### src/chm_pkg.sv
`timescale 1ns / 1ps
// ----------------------------------------------------------------------------
// chm_pkg
// Shared types, codes and hash helpers for the chained hash map engine.
// ----------------------------------------------------------------------------
package chm_pkg;

  localparam int DEF_BUCKETS = 1024;
  localparam int DEF_ENTRIES = 1024;

  localparam int KEY_W   = 32;
  localparam int VAL_W   = 32;
  localparam int CNT_O_W = 11;
  localparam int BB_W    = 4;
  localparam logic [BB_W-1:0] BB_RESET = 4'd10;

  typedef enum logic [1:0] {
    CMD_GET    = 2'd0,
    CMD_PUT    = 2'd1,
    CMD_REMOVE = 2'd2,
    CMD_CLEAR  = 2'd3
  } cmd_t;

  typedef enum logic [1:0] {
    ST_PRESENT = 2'd0,
    ST_ABSENT  = 2'd1,
    ST_FULL    = 2'd2,
    ST_UNUSED  = 2'd3
  } status_t;

  localparam logic ADDR_BUCKET_BITS = 1'b0;

  typedef struct packed {
    logic    accept;
    logic    hash1;
    logic    hash2;
    logic    rd_head;
    logic    take_head;
    logic    rd_ent;
    logic    step;
    logic    hit;
    logic    wr_val;
    logic    unlink;
    logic    rd_free;
    logic    insert;
    logic    clr_start;
    logic    clr_step;
    logic    load_out;
    status_t out_status;
  } chm_ctrl_t;

  typedef struct packed {
    cmd_t cmd;
    logic cur_null;
    logic match;
    logic full;
    logic clr_last;
    logic out_busy;
  } chm_stat_t;

  function automatic logic [KEY_W-1:0] mix_a(input logic [KEY_W-1:0] k);
    logic [KEY_W-1:0] h;
    h = k + ~(k << 9);
    return h ^ (h >> 14);
  endfunction

  function automatic logic [KEY_W-1:0] mix_b(input logic [KEY_W-1:0] k);
    logic [KEY_W-1:0] h;
    h = k + (k << 4);
    return h ^ (h >> 10);
  endfunction

endpackage

### src/chm_ctrl.sv
`timescale 1ns / 1ps
// ----------------------------------------------------------------------------
// chm_ctrl
// Sequencer: hash, head read, chain walk, update, clear sweep, result.
// ----------------------------------------------------------------------------
module chm_ctrl (
  input  logic              clk,
  input  logic              rst_n,
  input  logic              in_valid,
  output logic              in_ready,
  input  chm_pkg::chm_stat_t stat,
  output chm_pkg::chm_ctrl_t ctrl
);
  import chm_pkg::*;

  typedef enum logic [3:0] {
    S_CLR, S_IDLE, S_H1, S_H2, S_HEAD, S_HEADW, S_CHK, S_CMP, S_INS, S_DONE
  } state_t;

  state_t  state_r, state_nxt;
  status_t status_r, status_nxt;
  logic    report_r, report_nxt;

  assign in_ready = (state_r == S_IDLE);

  always_comb begin
    ctrl       = '0;
    ctrl.out_status = status_r;
    state_nxt  = state_r;
    status_nxt = status_r;
    report_nxt = report_r;
    unique case (state_r)
      S_CLR: begin
        ctrl.clr_step = 1'b1;
        if (stat.clr_last) begin
          if (report_r) begin
            state_nxt  = S_DONE;
            status_nxt = ST_PRESENT;
          end else begin
            state_nxt = S_IDLE;
          end
        end
      end
      S_IDLE: begin
        if (in_valid) begin
          ctrl.accept = 1'b1;
          state_nxt   = S_H1;
        end
      end
      S_H1: begin
        if (stat.cmd == CMD_CLEAR) begin
          ctrl.clr_start = 1'b1;
          report_nxt     = 1'b1;
          state_nxt      = S_CLR;
        end else begin
          ctrl.hash1 = 1'b1;
          state_nxt  = S_H2;
        end
      end
      S_H2: begin
        ctrl.hash2 = 1'b1;
        state_nxt  = S_HEAD;
      end
      S_HEAD: begin
        ctrl.rd_head = 1'b1;
        state_nxt    = S_HEADW;
      end
      S_HEADW: begin
        ctrl.take_head = 1'b1;
        state_nxt      = S_CHK;
      end
      S_CHK: begin
        if (!stat.cur_null) begin
          ctrl.rd_ent = 1'b1;
          state_nxt   = S_CMP;
        end else if (stat.cmd == CMD_PUT && !stat.full) begin
          ctrl.rd_free = 1'b1;
          state_nxt    = S_INS;
        end else begin
          status_nxt = (stat.cmd == CMD_PUT) ? ST_FULL : ST_ABSENT;
          state_nxt  = S_DONE;
        end
      end
      S_CMP: begin
        if (stat.match) begin
          ctrl.hit    = 1'b1;
          ctrl.wr_val = (stat.cmd == CMD_PUT);
          ctrl.unlink = (stat.cmd == CMD_REMOVE);
          status_nxt  = ST_PRESENT;
          state_nxt   = S_DONE;
        end else begin
          ctrl.step = 1'b1;
          state_nxt = S_CHK;
        end
      end
      S_INS: begin
        ctrl.insert = 1'b1;
        status_nxt  = ST_ABSENT;
        state_nxt   = S_DONE;
      end
      S_DONE: begin
        if (!stat.out_busy) begin
          ctrl.load_out = 1'b1;
          report_nxt    = 1'b0;
          state_nxt     = S_IDLE;
        end
      end
      default: state_nxt = S_IDLE;
    endcase
  end

  always_ff @(posedge clk) begin
    if (!rst_n) begin
      state_r  <= S_CLR;
      status_r <= ST_PRESENT;
      report_r <= 1'b0;
    end else begin
      state_r  <= state_nxt;
      status_r <= status_nxt;
      report_r <= report_nxt;
    end
  end

endmodule

### config.mk
export PLATFORM = sky130hd
export DESIGN_NAME = chm_ctrl
export DESIGN_NICKNAME = d
export VERILOG_FILES = /design/src/chm_pkg.sv /design/src/chm_ctrl.sv
export SDC_FILE = /design/constraint.sdc
export NUM_CORES = 1
export LEC_CHECK = 0
export ABC_CLOCK_PERIOD_IN_PS = 2300
export BUFFER_PORTS_ARGS = -buffer_cell sky130_fd_sc_hd__buf_2
export CAP_MARGIN = 30
export CORE_UTILIZATION = 24
export CTS_CLUSTER_SIZE = 24
export DETAILED_ROUTE_END_ITERATION = 7
export RECOVER_POWER = 25
export SKIP_CTS_REPAIR_TIMING = 1
export SLEW_MARGIN = 5
export SYNTH_ARGS = -nofsm -noshare
export SYNTH_HDL_FRONTEND = slang
export SYNTH_SLANG_ARGS = --single-unit
### constraint.sdc
create_clock -name clk -period 2.3 [get_ports clk]
set_clock_uncertainty 0.15 [all_clocks]
set_input_delay 0.115 -clock clk [delete_from_list [all_inputs] [get_ports clk]]
set_output_delay 0.115 -clock clk [all_outputs]
set_load 0.005 [all_outputs]
# --- Word-level counts from Yosys, hierarchy flattened ---
# Cells that the tools add are included.
word_totals:
  out_inout_bits: 18
  ff_bits: 7
  elab_cells: 71
  in_bits: 10
op_classes:
  reduce_logical: 8
  eq_ne: 20
  muxes: 40
ops:
  columns: ["op", "count"]
  rows:
  - ["$pmux 4 s10", 1]
  - ["$mux 4", 7]
  - ["$mux 1", 22]
  - ["$eq 4x3->1 const B", 4]
  - ["$ne 2x2->1 const B", 8]
  - ["$mux 2", 7]
  - ["$eq 4x2->1 const B", 2]
  - ["$eq 4x4->1 const B", 2]
  - ["$pmux 2 s4", 1]
  - ["$reduce_and 3->1", 2]
  - ["$reduce_and 6->1", 1]
  - ["$eq 2x2->1 const B", 2]
  - ["$eq 4x1->1 const B", 1]
  - ["$logic_not 4->1", 1]
  - ["$reduce_bool 4->1", 1]
  - ["$mux 3", 1]
  - ["$eq 2x1->1 const B", 1]
  - ["$pmux 1 s2", 1]
  - ["$reduce_bool 2->1", 1]
  - ["$logic_and 1x1->1", 1]
  - ["$logic_not 1->1", 1]

# --- Logic depth before layout (Yosys ltp) ---
# Gate-level depths: netlist of run 1.
depth:
  word_depth: 5
  mapped_depth: 6
  ltp_nobuf: 4

# --- Least setup slack after synthesis of run 1 ---
# OpenSTA, ideal clock, no wires.
synth_timing:
  kind: "reg-to-reg"
  from: "register state_r[2]"
  to: "register status_r[0]"
  slack_ns: 0.624
  arrival_time_ns: 1.409
  period_less_slack_ns: 1.676
  required_time_ns: 2.033
  n_path_buf: 1
  setup_time_ns: 0.117
  path_stages_with_launch: 6
  path_cell_list: "dfxtp_1 > buf_6 > or2_4 > or3_4 > o211a_1 > a32o_1"
synth_between:
  elab_chain_cells: 3
  elab_cells_between_ends: 12
  classes_between: "eq/ne (8); mux (1); reduce/logical (3)"
synth_rtl:
  columns: ["item", "line", "text"]
  rows:
  - ["from (decl)", "chm_ctrl.sv:20", "state_t state_r, state_nxt;"]
  - ["from (signal assigned)", "chm_ctrl.sv:118", "state_r <= state_nxt;"]
  - ["$eq 4x3->1 (tied with other cells)", "chm_ctrl.sv:32", "unique case (state_r)"]
  - ["$reduce_bool 4->1 (no source line) / $ne 2x2->1 (equally long branches)", null, null]
  - ["$reduce_and 6->1 (no source line)", null, null]
  - ["to (signal assigned)", "chm_ctrl.sv:119", "status_r <= status_nxt;"]
  - ["to (decl)", "chm_ctrl.sv:21", "status_t status_r, status_nxt;"]
# Several ways; a longest one is shown, not always the timed one.
# A chain may end at the register's enable or synchronous reset.

==> results of run 1 <==
critical path: stages (launching register included):
cell	delay, ns
dfxtp_1	0.56
nand3b_1	0.23
or3_1	0.41
nor3b_1	0.20
buf_2	0.15
power by group through the flow:
| stage | logic, mW | registers, mW | clock network (mW) |
|---|---|---|---|
| floorplan | 0.0771 | 0.135 | 0 |
| finish | 0.0998 | 0.148 | 0.104 |
| detailed placement | 0.100 | 0.150 | 0 |
| global route | 0.110 | 0.150 | 0.120 |
| global placement | 0.0994 | 0.150 | 0 |
| CTS | 0.101 | 0.147 | 0.110 |
layout by cell type, fill, tap and decap left out, drive strengths merged, types with 2 or more instances in the layout:
cell	synthesis	routed
a211oi	4	4
a21oi	3	3
a2bb2oi	2	2
buf	4	26
clkbuf	2	6
dfxtp	7	7
inv	5	5
nand2	7	7
nand2b	3	3
nand3	2	2
nor2	10	10
nor2b	3	3
nor3	5	5
nor3b	3	3
nor4	2	2
o211a	2	2
o21ai	3	3
or3	3	3
layer usage:
metal | wire length, um | global-route usage | vias up
li1 | - | - | 371
met1 | 785 | 0.1721 | 321
met2 | 792 | 0.2152 | 32
met3 | 89 | 0 | 4
met5 | 0 | 0 | -
met4 | 27 | 0.07895 | 0
per-stage QoR:
stage | worst slack, ns | hold slack [ns] | power [mW]
detailed placement | 0.4238 | 0.2625 | 0.2498
floorplan | 0.6236 | 0.08251 | 0.2116
finish | 0.2597 | 0.02422 | 0.3519
CTS | 0.1505 | 0.001485 | 0.3579
global route | 0.06551 | 0.02160 | 0.3798
global placement | 0.4540 | 0.2543 | 0.2491
final timing paths:
kind,end,startpoint,slack [ns]
worst max-delay path,ctrl[6],state_r[1],0.26
worst min-delay path,state_r[0],stat[1],0.02
worst max register to register,status_r[0],state_r[1],0.46
worst min register to register,status_r[1],status_r[1],0.34
layout make-up:
cell class              count  area (um2)
repair buffers             29       150.1
multi-input cells          68       420.4
flip-flops and latches      7       141.4
clock buffers               4       26.28
well taps                  28       35.03
fillers                   243        1526
inverters                   5       18.77
state kept, by name, indices dropped and copies added, names as in the netlist:
signal / flops
state_r: 4
status_r: 2
report_r: 1
kinds of logic after synthesis:
family,share of synthesized area
buffers and inverters,0.08537
muxes,0.01626
DFF,0.2276
and+or+nand+nor,0.3923
AOI/OAI and AO/OA,0.2785
==> flow_summary.json, run 1 <==
{
  "antenna_found_initial": 0,
  "finalSetupViolCount": 0,
  "io_pins": 28,
  "synthCells": 86,
  "ys_top_cells_by_area": "dfxtp_1, nor2_1, a211oi_1",
  "netlist_area_um2": 615.6,
  "setup_tns_ns": 0,
  "max_freq_ghz": 0.4901,
  "clock_path_buffers": 2,
  "hold_depth": 3,
  "num_vias": 728,
  "p_int_uw": 239.0,
  "seq_area_frac_synth": 0.2276,
  "grt_pass1_vias": 642,
  "dieArea_mm2": 0.002772,
  "final_core_util": 0.3416,
  "p_seq_frac": 0.421,
  "dp_hpwl_um": 1367,
  "power_switching_uw": 112.9,
  "grt_pass1_wl_um": 2684,
  "worstPathMaxFanout": 14,
  "wire_per_inst_um": 12.02,
  "clock_latency_ns": 0.24,
  "ff2ff_path_depth": 4,
  "grt_max_degree": 20,
  "synth_area_leader_cell": "dfxtp_1",
  "cts_buffers": 3,
  "htreeDepth": 1,
  "routed_wirelength_um": 1695,
  "yosysMostFrequentCell": "nor2_1",
  "worst_pin_slew_ns": 0.5095,
  "final_area_um2": 792.0,
  "period_share": 0.8871,
  "cp.required_ns": 2.04,
  "rsz0062_at_grt": "false",
  "synthArstFlopShare": 0,
  "syn_avg_cell_area_um2": 7.158,
  "drc": 0,
  "status": "finished clean",
  "rows": 17,
  "min_period_ns": 2.040,
  "worstSetupPathType": "flop to output port",
  "fin_nets": 124,
  "yosysWarnings": 0,
  "grt_overflow": 0,
  "dr.pass1.iters": 4,
  "slew-limit-headroom": 0.6599,
  "area_growth_syn_to_layout_pct": 28.66,
  "irDropWorstVdd_mv": 0.2938,
  "start_kind": "flop",
  "die_y_um": 52.65,
  "placed_cell_area_um2": 759.5,
  "cts-root-buf": "clkbuf_4",
  "ys_top_cells_by_count": "nor2_1, dfxtp_1, nand2_1, inv_1, nor3_1",
  "slew_viol_final": 0,
  "final_antenna_net_count": 0,
  "cts.sinks": 7,
  "cap_violations": 0,
  "io_buffers": 27,
  "place.gp.congestion": 0.8690,
  "syn_nets": 96,
  "ys_types": 36,
  "start_util": 0.2655,
  "synth-edff-count": 0,
  "vias_per_cell": 5.163,
  "core_mm2": 0.002318,
  "netlist.area_leader.share": 0.2276,
  "finalNonFillerCells": 141,
  "drive_above_1_share": 0.2832,
  "critPathCaptureType": "output port",
  "fp.dieW_um": 52.65,
  "powerDensity_mw_per_mm2": 444.4,
  "first_iter_violations": 25,
  "leakagePower_nw": 0.3524,
  "combinationalPowerShare": 0.283,
  "grtUsageTotal": 0.1319,
  "power_switching_share": 0.3208,
  "cts.clk_slew.worst_paths_ns": 0.05,
  "synth_ff_type": "dfxtp_1",
  "finalHoldViolCount": 0,
  "ys_ff_latch": 7,
  "clkPwrFrac": 0.296,
  "dp.cells": 136,
  "cts_tree": "built",
  "min_path_type": "input pin to flop",
  "antennaDiodeCount": 0,
  "worst_ep_arrival_time_ns": 1.78
}
Note: power is estimated with default switching activity, not from simulation.
==> inputs of run 2 (changes only) <==
--- a/config.mk
+++ b/config.mk
@@ -8,6 +8,7 @@
 export ABC_CLOCK_PERIOD_IN_PS = 2300
 export BUFFER_PORTS_ARGS = -buffer_cell sky130_fd_sc_hd__buf_2
 export CAP_MARGIN = 30
+export CORE_ASPECT_RATIO = 1.2
 export CORE_UTILIZATION = 24
 export CTS_CLUSTER_SIZE = 24
 export DETAILED_ROUTE_END_ITERATION = 7
==> constraint.sdc (replaced) <==
create_clock -name clk -period 2.3 [get_ports clk]
set_clock_uncertainty 0.15 [all_clocks]
set_input_delay 0.23 -clock clk [delete_from_list [all_inputs] [get_ports clk]]
set_output_delay 0.23 -clock clk [all_outputs]
set_load 0.005 [all_outputs]
==> flow_summary.json, run 2 (synthesis gave the netlist of run 1 again) <==
{
  "clkPwrFrac": 0.305,
  "final_cell_mix": "buf_2, nor2_1, nand2_1",
  "largest_reg_flops": 4,
  "antenna_found_initial": 0,
  "powerDensity_mw_per_mm2": 451.3,
  "placed_cell_area_um2": 763.2,
  "min_path_type": "input pin to flop",
  "worst-path-buf-inv": 1,
  "worstSetupPathType": "flop to output port",
  "clock_path_buffers": 2,
  "slowest_delay_ns": 0.50,
  "multiInputGateArea_um2": 422.9,
  "fin_nets": 123,
  "grt_pass1_wl_um": 2815,
  "core_mm2": 0.002354,
  "hold_ws_ns": 0.1108,
  "fp.dieW_um": 48.23,
  "rows": 19,
  "regArea_um2": 142.6,
  "routed_wirelength_um": 1707,
  "worstPathMaxFanout": 19,
  "power_switching_uw": 116.0,
  "critPathCaptureType": "output port",
  "cts_buffers": 3,
  "leakagePower_nw": 0.3546,
  "finalNonFillerCells": 143,
  "place.gp.congestion": 0.8306,
  "grt_overflow": 0,
  "htreeDepth": 1,
  "power_switching_share": 0.3250,
  "r2r-start": "state_r[2]",
  "worst_r2r_endpoint": "status_r[0]",
  "min_period_ns": 2.058,
  "first_iter_violations": 10,
  "fin_total_pwr_uw": 356.9,
  "largest_register": "state_r",
  "cap_violations": 0,
  "worst_ep_arrival_time_ns": 1.68,
  "p_seq_frac": 0.411,
  "dr.pass1.iters": 4,
  "cts_tree": "built",
  "start_util": 0.2616,
  "cts.sinks": 7,
  "dieArea_mm2": 0.002772,
  "combinationalPowerShare": 0.284,
  "final_core_util": 0.3360,
  "cts-root-buf": "clkbuf_4",
  "finalSetupViolCount": 0,
  "io_buffers": 27,
  "slew_viol_final": 0,
  "vias_per_cell": 5.063,
  "final_area_um2": 790.8,
  "io_pins": 28,
  "num_vias": 724,
  "start_kind": "flop",
  "ff2ff_path_depth": 4,
  "layout_setup_ws_ns": 0.2415,
  "worst_pin_slew_ns": 0.4661,
  "antennaDiodeCount": 0,
  "crit_chain": "nand3b_1 > or3_1 > nor3b_1 > buf_2",
  "finalHoldViolCount": 0,
  "cp.required_ns": 1.92,
  "p_int_uw": 240.9,
  "fillers": 255,
  "slew-limit-headroom": 0.6864,
  "layout_commonest_cell": "buf_2",
  "max_freq_ghz": 0.4858,
  "post-place-ws_ns": 0.3063,
  "grtUsageTotal": 0.1385,
  "period_share": 0.8950,
  "status": "finished clean",
  "irDropWorstVdd_mv": 0.1879,
  "cp_num_cells": 4,
  "reg_top3": "state_r x4, status_r x2, report_r x1",
  "drc": 0,
  "grt_max_degree": 20,
  "hold_depth": 2,
  "final_antenna_net_count": 0,
  "slowest_stage": "dfxtp_2",
  "dp.cells": 139,
  "hold_end": "report_r",
  "setup_tns_ns": 0,
  "drive_above_1_share": 0.3125,
  "dp_hpwl_um": 1353,
  "rsz0062_at_grt": "false",
  "rrSetupSlack_ns": 0.55,
  "cts.clk_slew.worst_paths_ns": 0.05,
  "clock_latency_ns": 0.24,
  "cpLargestDelayFamily": "simple AND/OR/NAND/NOR gates",
  "wire_per_inst_um": 11.94,
  "die_y_um": 57.48,
  "grt_pass1_vias": 655,
  "hold_path.startpoint": "rst_n",
  "area_growth_syn_to_layout_pct": 28.46
}
-- run 2: cell types whose count changed in the layout (fill, tap and decap cells not counted) --
| cell | delta |
|---|---|
| clkbuf_1 | -1 |
| clkbuf_2 | +1 |
| dfxtp_1 | -1 |
| dfxtp_2 | +1 |
| dlygate4sd3_1 | -1 |
| or2_0 | -1 |
| or2_4 | +1 |
-- run 2: power groups by stage --
stage | Sequential, mW | Clock [mW] | Combinational (mW)
6_report | 0.147 | 0.109 | 0.101
5_1_grt | 0.148 | 0.124 | 0.116
4_1_cts | 0.145 | 0.113 | 0.102
3_5_place_dp | 0.148 | 0 | 0.102
3_3_place_gp | 0.147 | 0 | 0.102
2_1_floorplan | 0.135 | 0 | 0.0771
-- run 2: worst max path at each step --
stage             endpoint       start  slack, ns
6_report           ctrl[6]  state_r[2]       0.24
5_1_grt            ctrl[6]  state_r[2]       0.12
4_1_cts            ctrl[6]  state_r[2]       0.03
3_5_place_dp       ctrl[6]  state_r[2]       0.31
3_3_place_gp       ctrl[6]  state_r[2]       0.38
2_1_floorplan  status_r[0]  state_r[2]       0.62
-- run 2: metal layers --
layer  share of wire  GRT usage  routed length (um)  up-vias
li1                -          -                   -      368
met1            0.43     0.1764                 738      332
met2            0.49     0.2076                 832       22
met3           0.070    0.03797                 119        2
met4           0.010    0.06746                  17        0
met5               0          0                   0        -
-- run 2: final cells by class --
cell class | count | share of cell area
clock buffer | 4 | 0.03323
inverter | 5 | 0.02373
timing repair buffer | 28 | 0.1788
sequential | 7 | 0.1804
tap | 31 | 0.04905
multi-input combinational | 68 | 0.5348
-- run 2: worst reg2reg max path, cell delays in order (launching register included) --
cell and delay (ns):
dfxtp_2 0.41, or2_4 0.31, or3_4 0.38, o211a_1 0.15
a32o_1 0.25
